===== src/hw/rtl/sps_pkg.sv =====
// shared constants, codes and types of the supply pulse sequencer
package sps_pkg;

    localparam int unsigned MV_W       = 15;
    localparam int unsigned US_W       = 32;
    localparam int unsigned MS_W       = 32;
    localparam int unsigned REP_W      = 8;
    localparam int unsigned OP_W       = 2;
    localparam int unsigned PH_W       = 2;
    localparam int unsigned SRC_W      = 2;
    localparam int unsigned APB_DATA_W = 32;
    localparam int unsigned APB_ADDR_W = 5;
    localparam int unsigned REG_IDX_W  = 3;

    localparam logic [15:0] SAFE_MAX_MV = 16'd20000;

    // floor(x / 1000) = (x * MS_MAGIC) >> MS_SHIFT for every 32 bit x
    localparam logic [31:0] MS_MAGIC   = 32'h10624DD3;
    localparam int unsigned MS_SHIFT   = 38;
    localparam int unsigned HOLD_MS_W  = 23;

    localparam logic [MS_W-1:0] RESTORE_HOLD_MS = 32'd5;

    localparam logic [OP_W-1:0] OP_TICK   = 2'd0;
    localparam logic [OP_W-1:0] OP_ARM    = 2'd1;
    localparam logic [OP_W-1:0] OP_DISARM = 2'd2;

    localparam logic [PH_W-1:0] PH_IDLE    = 2'd0;
    localparam logic [PH_W-1:0] PH_HIGH    = 2'd1;
    localparam logic [PH_W-1:0] PH_LOW     = 2'd2;
    localparam logic [PH_W-1:0] PH_RESTORE = 2'd3;

    localparam logic [SRC_W-1:0] SRC_NONE    = 2'd0;
    localparam logic [SRC_W-1:0] SRC_ENABLE  = 2'd1;
    localparam logic [SRC_W-1:0] SRC_DISABLE = 2'd2;

    localparam logic [REG_IDX_W-1:0] REG_HIGH_LEVEL = 3'd0;
    localparam logic [REG_IDX_W-1:0] REG_LOW_LEVEL  = 3'd1;
    localparam logic [REG_IDX_W-1:0] REG_HIGH_HOLD  = 3'd2;
    localparam logic [REG_IDX_W-1:0] REG_LOW_HOLD   = 3'd3;
    localparam logic [REG_IDX_W-1:0] REG_REPEATS    = 3'd4;

    localparam logic [MV_W-1:0]      RST_HIGH_LEVEL   = 15'd20000;
    localparam logic [MV_W-1:0]      RST_LOW_LEVEL    = 15'd5000;
    localparam logic [US_W-1:0]      RST_HIGH_HOLD    = 32'd1500;
    localparam logic [US_W-1:0]      RST_LOW_HOLD     = 32'd300;
    localparam logic [HOLD_MS_W-1:0] RST_HIGH_HOLD_MS = 23'd1;
    localparam logic [HOLD_MS_W-1:0] RST_LOW_HOLD_MS  = 23'd0;
    localparam logic [REP_W-1:0]     RST_REPEATS      = 8'd3;

    typedef struct packed {
        logic             level_valid;
        logic [MV_W-1:0]  level_mv;
        logic [SRC_W-1:0] source_cmd;
        logic [PH_W-1:0]  phase_now;
        logic             armed_now;
        logic             sequence_done;
    } t_result;

endpackage


===== src/hw/rtl/sps_in_if.sv =====
// input channel: op and time stamp words
interface sps_in_if;
    import sps_pkg::*;

    logic            valid;
    logic            ready;
    logic [OP_W-1:0] op;
    logic [MS_W-1:0] now_ms;

    modport source (output valid, output op, output now_ms, input ready);
    modport sink (input valid, input op, input now_ms, output ready);
endinterface


===== src/hw/rtl/sps_out_if.sv =====
// result channel: level and source command words
interface sps_out_if;
    import sps_pkg::*;

    logic             valid;
    logic             ready;
    logic             level_valid;
    logic [MV_W-1:0]  level_mv;
    logic [SRC_W-1:0] source_cmd;
    logic [PH_W-1:0]  phase_now;
    logic             armed_now;
    logic             sequence_done;

    modport source (
        output valid, output level_valid, output level_mv, output source_cmd,
        output phase_now, output armed_now, output sequence_done, input ready
    );
    modport sink (
        input valid, input level_valid, input level_mv, input source_cmd,
        input phase_now, input armed_now, input sequence_done, output ready
    );
endinterface


===== src/hw/rtl/supply_pulse_sequencer.sv =====
// supply pulse sequencer: register file, phase state and result register
// the result word of an accepted word is registered in the output register
// throughput: one word per cycle; the output register accepts a new result whenever
//   it is empty or its word is taken in the same cycle
// hold register writes are scaled to ms by a single multiplier on the write data
// reset: synchronous active low; clears phase state and loads register defaults
module supply_pulse_sequencer
    import sps_pkg::*;
(
    input  logic                  i_clk,
    input  logic                  i_rst_n,
    sps_in_if.sink                i_item,
    sps_out_if.source             o_result,
    input  logic                  psel,
    input  logic                  penable,
    input  logic                  pwrite,
    input  logic [APB_ADDR_W-1:0] paddr,
    input  logic [APB_DATA_W-1:0] pwdata,
    output logic [APB_DATA_W-1:0] prdata,
    output logic                  pready
);

    logic [MV_W-1:0]      r_high_level_mv;
    logic [MV_W-1:0]      r_low_level_mv;
    logic [US_W-1:0]      r_high_hold_us;
    logic [US_W-1:0]      r_low_hold_us;
    logic [HOLD_MS_W-1:0] r_high_hold_ms;
    logic [HOLD_MS_W-1:0] r_low_hold_ms;
    logic [REP_W-1:0]     r_pulse_repeats;

    logic                 r_armed;
    logic [PH_W-1:0]      r_phase;
    logic [REP_W-1:0]     r_repeat_count;
    logic [MS_W-1:0]      r_phase_start_ms;

    logic                 r_out_valid;
    t_result              r_out;

    logic                 n_armed;
    logic [PH_W-1:0]      n_phase;
    logic [REP_W-1:0]     n_repeat_count;
    logic [MS_W-1:0]      n_phase_start_ms;
    t_result              n_out;

    logic                 w_cfg_wr;
    logic [REG_IDX_W-1:0] w_reg_idx;
    logic                 w_mv_ok;
    logic [63:0]          w_prod;
    logic [HOLD_MS_W-1:0] w_hold_ms;
    logic                 w_accept;
    logic [MS_W-1:0]      w_elapsed;
    logic [REP_W-1:0]     w_count_inc;
    logic [REP_W-1:0]     w_target;

    // configuration port
    assign pready    = 1'b1;
    assign w_cfg_wr  = psel && penable && pwrite;
    assign w_reg_idx = paddr[APB_ADDR_W-1:2];
    assign w_mv_ok   = {1'b0, pwdata[MV_W-1:0]} <= SAFE_MAX_MV;
    assign w_prod    = {32'b0, pwdata} * {32'b0, MS_MAGIC};
    assign w_hold_ms = w_prod[MS_SHIFT +: HOLD_MS_W];

    always_ff @(posedge i_clk) begin
        if (!i_rst_n) begin
            r_high_level_mv <= RST_HIGH_LEVEL;
            r_low_level_mv  <= RST_LOW_LEVEL;
            r_high_hold_us  <= RST_HIGH_HOLD;
            r_low_hold_us   <= RST_LOW_HOLD;
            r_high_hold_ms  <= RST_HIGH_HOLD_MS;
            r_low_hold_ms   <= RST_LOW_HOLD_MS;
            r_pulse_repeats <= RST_REPEATS;
        end else if (w_cfg_wr) begin
            case (w_reg_idx)
                REG_HIGH_LEVEL: begin
                    if (w_mv_ok) r_high_level_mv <= pwdata[MV_W-1:0];
                end
                REG_LOW_LEVEL: begin
                    if (w_mv_ok) r_low_level_mv <= pwdata[MV_W-1:0];
                end
                REG_HIGH_HOLD: begin
                    r_high_hold_us <= pwdata;
                    r_high_hold_ms <= w_hold_ms;
                end
                REG_LOW_HOLD: begin
                    r_low_hold_us <= pwdata;
                    r_low_hold_ms <= w_hold_ms;
                end
                REG_REPEATS: begin
                    r_pulse_repeats <= pwdata[REP_W-1:0];
                end
                default: begin
                end
            endcase
        end
    end

    always_comb begin
        case (w_reg_idx)
            REG_HIGH_LEVEL: prdata = {{(APB_DATA_W-MV_W){1'b0}}, r_high_level_mv};
            REG_LOW_LEVEL:  prdata = {{(APB_DATA_W-MV_W){1'b0}}, r_low_level_mv};
            REG_HIGH_HOLD:  prdata = r_high_hold_us;
            REG_LOW_HOLD:   prdata = r_low_hold_us;
            REG_REPEATS:    prdata = {{(APB_DATA_W-REP_W){1'b0}}, r_pulse_repeats};
            default:        prdata = '0;
        endcase
    end

    // word handshake
    assign i_item.ready = !r_out_valid || o_result.ready;
    assign w_accept     = i_item.valid && i_item.ready;

    assign w_elapsed   = i_item.now_ms - r_phase_start_ms;
    assign w_count_inc = r_repeat_count + 8'd1;
    assign w_target    = (r_pulse_repeats == '0) ? 8'd1 : r_pulse_repeats;

    // phase step
    always_comb begin
        n_armed          = r_armed;
        n_phase          = r_phase;
        n_repeat_count   = r_repeat_count;
        n_phase_start_ms = r_phase_start_ms;
        n_out            = '0;
        case (i_item.op)
            OP_ARM: begin
                n_armed = 1'b1;
            end
            OP_DISARM: begin
                n_armed          = 1'b0;
                n_out.source_cmd = SRC_DISABLE;
            end
            OP_TICK: begin
                if (r_armed) begin
                    case (r_phase)
                        PH_IDLE: begin
                            n_out.level_valid = 1'b1;
                            n_out.level_mv    = r_high_level_mv;
                            n_out.source_cmd  = SRC_ENABLE;
                            n_phase_start_ms  = i_item.now_ms;
                            n_phase           = PH_HIGH;
                        end
                        PH_HIGH: begin
                            if (w_elapsed >= {{(MS_W-HOLD_MS_W){1'b0}}, r_high_hold_ms}) begin
                                n_out.level_valid = 1'b1;
                                n_out.level_mv    = r_low_level_mv;
                                n_phase_start_ms  = i_item.now_ms;
                                n_phase           = PH_LOW;
                            end
                        end
                        PH_LOW: begin
                            if (w_elapsed >= {{(MS_W-HOLD_MS_W){1'b0}}, r_low_hold_ms}) begin
                                n_out.level_valid = 1'b1;
                                n_out.level_mv    = r_high_level_mv;
                                n_phase_start_ms  = i_item.now_ms;
                                n_phase           = PH_RESTORE;
                            end
                        end
                        PH_RESTORE: begin
                            if (w_elapsed >= RESTORE_HOLD_MS) begin
                                if (w_count_inc >= w_target) begin
                                    n_armed             = 1'b0;
                                    n_phase             = PH_IDLE;
                                    n_repeat_count      = '0;
                                    n_out.source_cmd    = SRC_DISABLE;
                                    n_out.sequence_done = 1'b1;
                                end else begin
                                    n_repeat_count   = w_count_inc;
                                    n_phase          = PH_HIGH;
                                    n_phase_start_ms = i_item.now_ms;
                                end
                            end
                        end
                        default: begin
                        end
                    endcase
                end
            end
            default: begin
            end
        endcase
        n_out.phase_now = n_phase;
        n_out.armed_now = n_armed;
    end

    always_ff @(posedge i_clk) begin
        if (!i_rst_n) begin
            r_armed          <= 1'b0;
            r_phase          <= PH_IDLE;
            r_repeat_count   <= '0;
            r_phase_start_ms <= '0;
            r_out_valid      <= 1'b0;
        end else begin
            if (w_accept) begin
                r_armed          <= n_armed;
                r_phase          <= n_phase;
                r_repeat_count   <= n_repeat_count;
                r_phase_start_ms <= n_phase_start_ms;
                r_out_valid      <= 1'b1;
            end else if (o_result.ready) begin
                r_out_valid <= 1'b0;
            end
        end
    end

    always_ff @(posedge i_clk) begin
        if (w_accept) begin
            r_out <= n_out;
        end
    end

    assign o_result.valid         = r_out_valid;
    assign o_result.level_valid   = r_out.level_valid;
    assign o_result.level_mv      = r_out.level_mv;
    assign o_result.source_cmd    = r_out.source_cmd;
    assign o_result.phase_now     = r_out.phase_now;
    assign o_result.armed_now     = r_out.armed_now;
    assign o_result.sequence_done = r_out.sequence_done;

endmodule

===== src/flat_wrapper.sv =====
// flat-port wrapper written by rule: the top's interface ports become plain ports
module supply_pulse_sequencer_flat import sps_pkg::*;
  (i_clk, i_rst_n, psel, penable, pwrite, paddr, pwdata, prdata, pready, i_item_valid, i_item_op, i_item_now_ms, i_item_ready, o_result_valid, o_result_level_valid, o_result_level_mv, o_result_source_cmd, o_result_phase_now, o_result_armed_now, o_result_sequence_done, o_result_ready);
  sps_in_if i_item_i ();
  sps_out_if o_result_i ();
  input  logic i_clk;
  input  logic i_rst_n;
  input  logic psel;
  input  logic penable;
  input  logic pwrite;
  input  logic [APB_ADDR_W-1:0] paddr;
  input  logic [APB_DATA_W-1:0] pwdata;
  output logic [APB_DATA_W-1:0] prdata;
  output logic pready;
  input wire logic [$bits(i_item_i.valid)-1:0] i_item_valid;
  input wire logic [$bits(i_item_i.op)-1:0] i_item_op;
  input wire logic [$bits(i_item_i.now_ms)-1:0] i_item_now_ms;
  output wire logic [$bits(i_item_i.ready)-1:0] i_item_ready;
  output wire logic [$bits(o_result_i.valid)-1:0] o_result_valid;
  output wire logic [$bits(o_result_i.level_valid)-1:0] o_result_level_valid;
  output wire logic [$bits(o_result_i.level_mv)-1:0] o_result_level_mv;
  output wire logic [$bits(o_result_i.source_cmd)-1:0] o_result_source_cmd;
  output wire logic [$bits(o_result_i.phase_now)-1:0] o_result_phase_now;
  output wire logic [$bits(o_result_i.armed_now)-1:0] o_result_armed_now;
  output wire logic [$bits(o_result_i.sequence_done)-1:0] o_result_sequence_done;
  input wire logic [$bits(o_result_i.ready)-1:0] o_result_ready;
  assign i_item_i.valid = i_item_valid;
  assign i_item_i.op = i_item_op;
  assign i_item_i.now_ms = i_item_now_ms;
  assign i_item_ready = i_item_i.ready;
  assign o_result_valid = o_result_i.valid;
  assign o_result_level_valid = o_result_i.level_valid;
  assign o_result_level_mv = o_result_i.level_mv;
  assign o_result_source_cmd = o_result_i.source_cmd;
  assign o_result_phase_now = o_result_i.phase_now;
  assign o_result_armed_now = o_result_i.armed_now;
  assign o_result_sequence_done = o_result_i.sequence_done;
  assign o_result_i.ready = o_result_ready;
  supply_pulse_sequencer u_core (.i_clk(i_clk), .i_rst_n(i_rst_n), .i_item(i_item_i), .o_result(o_result_i), .psel(psel), .penable(penable), .pwrite(pwrite), .paddr(paddr), .pwdata(pwdata), .prdata(prdata), .pready(pready));
endmodule

===== config.mk =====
export PLATFORM = sky130hd
export DESIGN_NAME = supply_pulse_sequencer_flat
export DESIGN_NICKNAME = d
export VERILOG_FILES = /design/src/hw/rtl/sps_pkg.sv /design/src/hw/rtl/sps_in_if.sv /design/src/hw/rtl/sps_out_if.sv /design/src/hw/rtl/supply_pulse_sequencer.sv /design/src/flat_wrapper.sv
export SDC_FILE = /design/constraint.sdc
export NUM_CORES = 2
export LEC_CHECK = 0
export BUFFER_PORTS_ARGS = -buffer_cell sky130_fd_sc_hd__buf_2
export CAP_MARGIN = 20
export CORE_MARGIN = 2
export CORE_UTILIZATION = 40
export DETAILED_ROUTE_END_ITERATION = 12
export GPL_ROUTABILITY_DRIVEN = 0
export GPL_TIMING_DRIVEN = 0
export SYNTH_ARGS = -nofsm -noshare
export SYNTH_HDL_FRONTEND = slang
export SYNTH_SLANG_ARGS = --single-unit

===== constraint.sdc =====
create_clock -name i_clk -period 9.9 [get_ports i_clk]
set_input_delay 0.495 -clock i_clk [delete_from_list [all_inputs] [get_ports i_clk]]
set_output_delay 0.495 -clock i_clk [all_outputs]
set_load 0.03 [all_outputs]

* Word level (Yosys, flattened, before mapping)
Index checks and enable logic that the tools add are counted.
** Storage, ports and cells
- Flip-flop bits (word level) :: 214
- Input port bits :: 78
- Output and inout bits :: 57
- Logic and storage cells :: 89
** Operators by class
- $add $sub $neg :: 2
- $mul :: 1
- Order comparisons :: 5
- Eq/ne operators :: 13
- Muxes and demuxes :: 31
- Reduce and logical (&&, ||, !) cells :: 19
** Operators with widths (number)
- one-hot mux 32 bit (5 select lines) :: 1
- two-way mux 32 bit :: 4
- one-hot mux 32 bit (4 select lines) :: 1
- >= comparator 32 x 23 -> 1 bit :: 2
- multiplier 32 x 29 -> 61 bit, second input constant :: 1
- one-hot mux 16 bit (3 select lines) :: 1
- >= comparator 32 x 3 -> 1 bit, second input constant :: 1
- two-way mux 16 bit :: 2
- subtractor 32 bit :: 1
- two-way mux 2 bit :: 8
- two-way mux 8 bit :: 2
- less-or-equal comparator 15 bit, second input constant :: 1
- adder 8 x 1 -> 8 bit, second input constant :: 1
- >= comparator 8 bit :: 1
- zero test 8 bit :: 1
- two-way mux 1 bit :: 8
- one-hot mux 2 bit (2 select lines) :: 2
- one-hot mux 2 bit (4 select lines) :: 1
- AND reduction 2 bit :: 4
- AND reduction 7 bit :: 1
- == test 2 bit, second input constant :: 3
- == test 3 x 2 -> 1 bit, second input constant :: 2
- inequality test 2 x 1 -> 1 bit, second input constant :: 3
- AND reduction 3 bit :: 2
- other kinds (13) :: 17

* Depth between registers and ports, before layout
- Word-level depth :: 8
- Depth in mapped cells :: 28
- Mapped depth without buffers :: 28

* Worst setup path before layout
OpenSTA, ideal clock, no wires.
- Path kind :: input -> register
- Start point :: in pwdata[7]
- End point :: reg u_core.r_high_hold_ms[20]
- Arrival :: 7305 ps
- Setup slack :: 2472 ps
- Stages :: 27
- Buffers on the path :: 0
- Cells stage by stage :: inv_1 > ha_1 > fa_1 > fa_1 > inv_1 > fa_1 > inv_1 > fa_1 > inv_1 > fa_1 > inv_1 > fa_1 > inv_1 > fa_1 > inv_1 > ha_1 > nand2_1 > nor3_1 > nand3_1 > a2111oi_0 > o311ai_0 > nand3_1 > nand2_1 > o41ai_1 > a31oi_1 > xor2_1 > o21ai_0
** On the way
- Cells in the longest elaborated chain, start to end :: 1
** RTL lines
- from (decl) :: RTL line flat_wrapper.sv:12 : input logic [APB_DATA_W-1:0] pwdata;
- multiplier 32 x 29 -> 61 bit :: RTL line supply_pulse_sequencer.sv:60 : assign w_prod = {32'b0, pwdata} * {32'b0, MS_MAGIC};
- to (signal assigned) :: RTL line supply_pulse_sequencer.sv:82 : r_high_hold_ms <= w_hold_ms;
- to (decl) :: RTL line supply_pulse_sequencer.sv:27 : logic [HOLD_MS_W-1:0] r_high_hold_ms;
No other way between the ends.
A chain may end at the register's enable or synchronous reset.

* Worst setup path in the final report
Ends and elaborated chain as after synthesis.

==> flow_summary.ini <==
[detailed_routing]
routed_wire_length_per_instance_um = 18.9
first_iter_violations = 1314
detailroute.via_count = 21100
drt_first_pass_iters = 6
drcViolationCount = 0
finalWirelength_um = 76800
ant_nets = 0
post_drt_via_cell_ratio = 5.20

[finish]
layoutNonFillerInstCount = 4067
fraction_of_layout_instances_using_a_drive_strength_above_1 = 0.0658
regArea_um2 = 4500
finish.net_count = 4044
multiInputGateArea_um2 = 19700
finish.utilization = 0.441
most_used_cells_in_the_layout_excluding_fill_and_tap_cells = sky130_fd_sc_hd__inv_1 (634), sky130_fd_sc_hd__ha_1 (492), sky130_fd_sc_hd__nand2_1 (318), sky130_fd_sc_hd__fa_1 (299), sky130_fd_sc_hd__a21oi_1 (200)
layout-area-overhead-vs-synth_pct = 9.44
most_common_cell_after_layout_fill_and_taps_aside = sky130_fd_sc_hd__inv_1
fillerInstances = 6576

[sta]
worstMarginPinSlew_ps = 1100
slew_viol_final = 0
setup_viol_count_final = 0
timing.max_slew.rel_slack = 0.258
setup_total_negative_slack_ps = 0
final_critical_path_setup_slack_ps = 579
final_min_period_over_clock_period = 0.942
hold_viol = 0
finalClockSkew_ps = 20.0
setup_repair_after_global_routing_missed_its_margin = false
maxClockFrequency_mhz = 107
finalCriticalPeriod_ps = 9320

[placed_design]
dp_worst_setup_slack_ps = 17.0
dp.cells = 4022
placed_wire_length_estimate_after_detailed_placement_um = 62900
port_buffers = 129

[grt]
grt_pass1_vias = 21300
maximum_number_of_pins_on_one_net_before_global_route_repair = 26
grt_use_total = 0.223
antenna_found_initial = 3
globalRoute.totalOverflow = 0
grt_pass1_wl_um = 121000

[synth]
synth_edf_count = 22
postSynth.asyncResetShare = 0
yosys_warnings = 0
synth_compound_gate_area_share = 0.127
synthesis.instances = 3019
synthesis.area_per_instance_um2 = 8.94
muxShareOfSynthArea = 0.0333
syn-num-nets = 3888
ys_seq_elements = 214
dominant_combinational_cell_family_by_area_after_synthesis = adder cells
synth-simple-area-share = 0.105
synth_ff_type = sky130_fd_sc_hd__dfxtp_1
yosys.area_share.xor_xnor = 0.0143
number_of_distinct_library_cells_after_synthesis = 78
mappedNetlistArea_um2 = 27000
synth_fa_ha_area_frac = 0.450
synth.yosys.seq_area_share = 0.167

[setup_path]
critical_path_startpoint = pwdata[7]
crit_path_end = u_core.r_high_hold_ms[20]
critical_path.reg2reg.startpoint = u_core.r_phase_start_ms[0]
critical_path.endpoint_type = flip-flop
timing.setup.critical_path_class = in2reg
worst-endpoint-required_ps = 10310
rr_worst_depth = 18
cp.arrival_ps = 9730
setup.reg_to_reg.worst_slack_ps = 4010
worst_setup_path_start_kind = primary input
crit_path_max_fanout = 14
end_of_the_worst_register_to_register_path = u_core.r_phase_start_ms[6]

[cts]
post_cts.resized_instances = 0
clock_sinks = 214
clock_tree.htree_level_count = 1
clock_insertion_delay_worst_skew_ps = 550
cts_root_buf = sky130_fd_sc_hd__clkbuf_16
clk_transition_reported_paths_ps = 60
cts_buffer_depth = 3
cts_inserted_buffers = 24
cts_tree = done
hold_buffers = 0
number_of_post_cts_setup_repair_buffers = 0

[floorplan]
placement_rows = 95
die_h_um = 264
die_w_um = 264
core-area_um2 = 66900
number_of_placed_i_o_pins = 135
initial_core_util = 0.403
design.die.area_um2 = 69500

[job]
max_cap_viol_count = 0

[status]
status = finished clean

[min_path]
hold_path.class = in2reg
## per-stage QoR
stage | hold WS (ps) | cell area [um2]
5_1_grt | 184 | 29500
3_3_place_gp | 440 | 28700
4_1_cts | 160 | 29500
3_5_place_dp | 444 | 28700
6_report | 190 | 29500
2_1_floorplan | 432 | 27000
## logic make-up after synthesis
| logic type | after synthesis |
|---|---|
| muxes | 80 |
| and+or+nand+nor | 623 |
| DFF | 214 |
| buffers and inverters | 730 |
| xor gates and xnor gates | 44 |
| other | 1 |
| AOI/OAI and AO/OA | 536 |
| adders and majority gates | 791 |
## flip-flops by register name (all words and copies together) (netlist names)
name,count
u_core.o_result.level_mv,15
u_core.r_low_hold_ms,23
u_core.o_result.source_cmd,2
u_core.o_result.sequence_done,1
u_core.r_low_level_mv,15
u_core.r_phase,2
u_core.r_pulse_repeats,8
u_core.r_high_hold_ms,23
u_core.o_result.level_valid,1
u_core.o_result.valid,1
u_core.r_high_hold_us,32
u_core.o_result.phase_now,2
u_core.r_repeat_count,8
u_core.o_result.armed_now,1
u_core.r_high_level_mv,15
u_core.r_low_hold_us,32
u_core.r_phase_start_ms,32
u_core.r_armed,1
## synthesized netlist by cell type (all sizes together), types with 5 or more instances
library cell,n,share of area
a2111oi,7,0.0023
a211oi,16,0.0045
a21boi,8,0.0022
a21o,52,0.014
a21oi,201,0.038
a22o,32,0.010
a22oi,21,0.0058
a31o,5,0.0016
a31oi,12,0.0028
and2,7,0.0016
and3,12,0.0028
buf,9,0.0026
clkbuf,86,0.012
dfxtp,192,0.14
edfxtp,22,0.024
fa,299,0.22
ha,492,0.23
inv,635,0.088
mux2,8,0.0033
mux2i,65,0.024
mux4,7,0.0058
nand2,318,0.044
nand2b,22,0.0051
nand3,42,0.0078
nand4,28,0.0065
nor2,104,0.014
nor2b,21,0.0049
nor3,25,0.0046
nor3b,5,0.0014
nor4,8,0.0021
o211ai,24,0.0067
o21a,12,0.0033
o21ai,76,0.014
o21bai,7,0.0019
o221ai,5,0.0016
o22ai,18,0.0042
o31ai,6,0.0017
or3,10,0.0023
or4,5,0.0015
xnor2,24,0.0078
xor2,20,0.0065
## cell type report
type | count | area share
Multi-Input combinational cell | 2075 | 0.667
Buffer | 95 | 0.0133
Timing Repair Buffer | 130 | 0.0222
Antenna cell | 1 | 0.0000848
Tap cell | 873 | 0.0370
Sequential cell | 214 | 0.153
Clock inverter | 12 | 0.00369
Inverter | 635 | 0.0807
Clock buffer | 32 | 0.0231
## critical path: stages
cell,delay (ps)
sky130_fd_sc_hd__buf_2,430
sky130_fd_sc_hd__inv_1,380
sky130_fd_sc_hd__ha_1,500
sky130_fd_sc_hd__fa_1,480
sky130_fd_sc_hd__fa_1,540
sky130_fd_sc_hd__inv_1,50
sky130_fd_sc_hd__fa_1,490
sky130_fd_sc_hd__inv_1,50
sky130_fd_sc_hd__fa_1,500
sky130_fd_sc_hd__inv_1,50
sky130_fd_sc_hd__fa_1,470
sky130_fd_sc_hd__inv_1,50
sky130_fd_sc_hd__fa_1,530
sky130_fd_sc_hd__inv_1,50
sky130_fd_sc_hd__fa_1,500
sky130_fd_sc_hd__inv_1,40
sky130_fd_sc_hd__ha_1,320
sky130_fd_sc_hd__nand2_1,110
sky130_fd_sc_hd__nor3_1,260
sky130_fd_sc_hd__nand3_1,160
sky130_fd_sc_hd__a2111oi_0,760
sky130_fd_sc_hd__o311ai_0,540
sky130_fd_sc_hd__nand3_1,350
sky130_fd_sc_hd__nand2_1,120
sky130_fd_sc_hd__o41ai_1,660
sky130_fd_sc_hd__a31oi_1,190
sky130_fd_sc_hd__xor2_1,430
sky130_fd_sc_hd__o21ai_0,180
## worst min-delay path by stage
stage                               endpoint  slack, ps                     start  cells after the start
finish                 u_core.o_result.valid        190              i_item_valid                      3
global route           u_core.o_result.valid        180              i_item_valid                      3
detailed placement  u_core.r_high_hold_us[1]        440  u_core.r_high_hold_us[1]                      2
CTS                    u_core.o_result.valid        160              i_item_valid                      3
global placement    u_core.r_high_hold_us[5]        440  u_core.r_high_hold_us[5]                      2
floorplan           u_core.r_high_hold_ms[3]        430  u_core.r_high_hold_ms[3]                      2
## layer usage
metal  vias up  share of wire  GRT usage
li1      10300              -          -
met4         0          0.024     0.0493
met1     10200           0.48      0.322
met2       571           0.43      0.350
met5         -              0          0
met3        91          0.063     0.0358
Power is left out: the tool's default activity adds up to more than one toggle a clock period on the data nets, which glitch-free logic cannot reach.
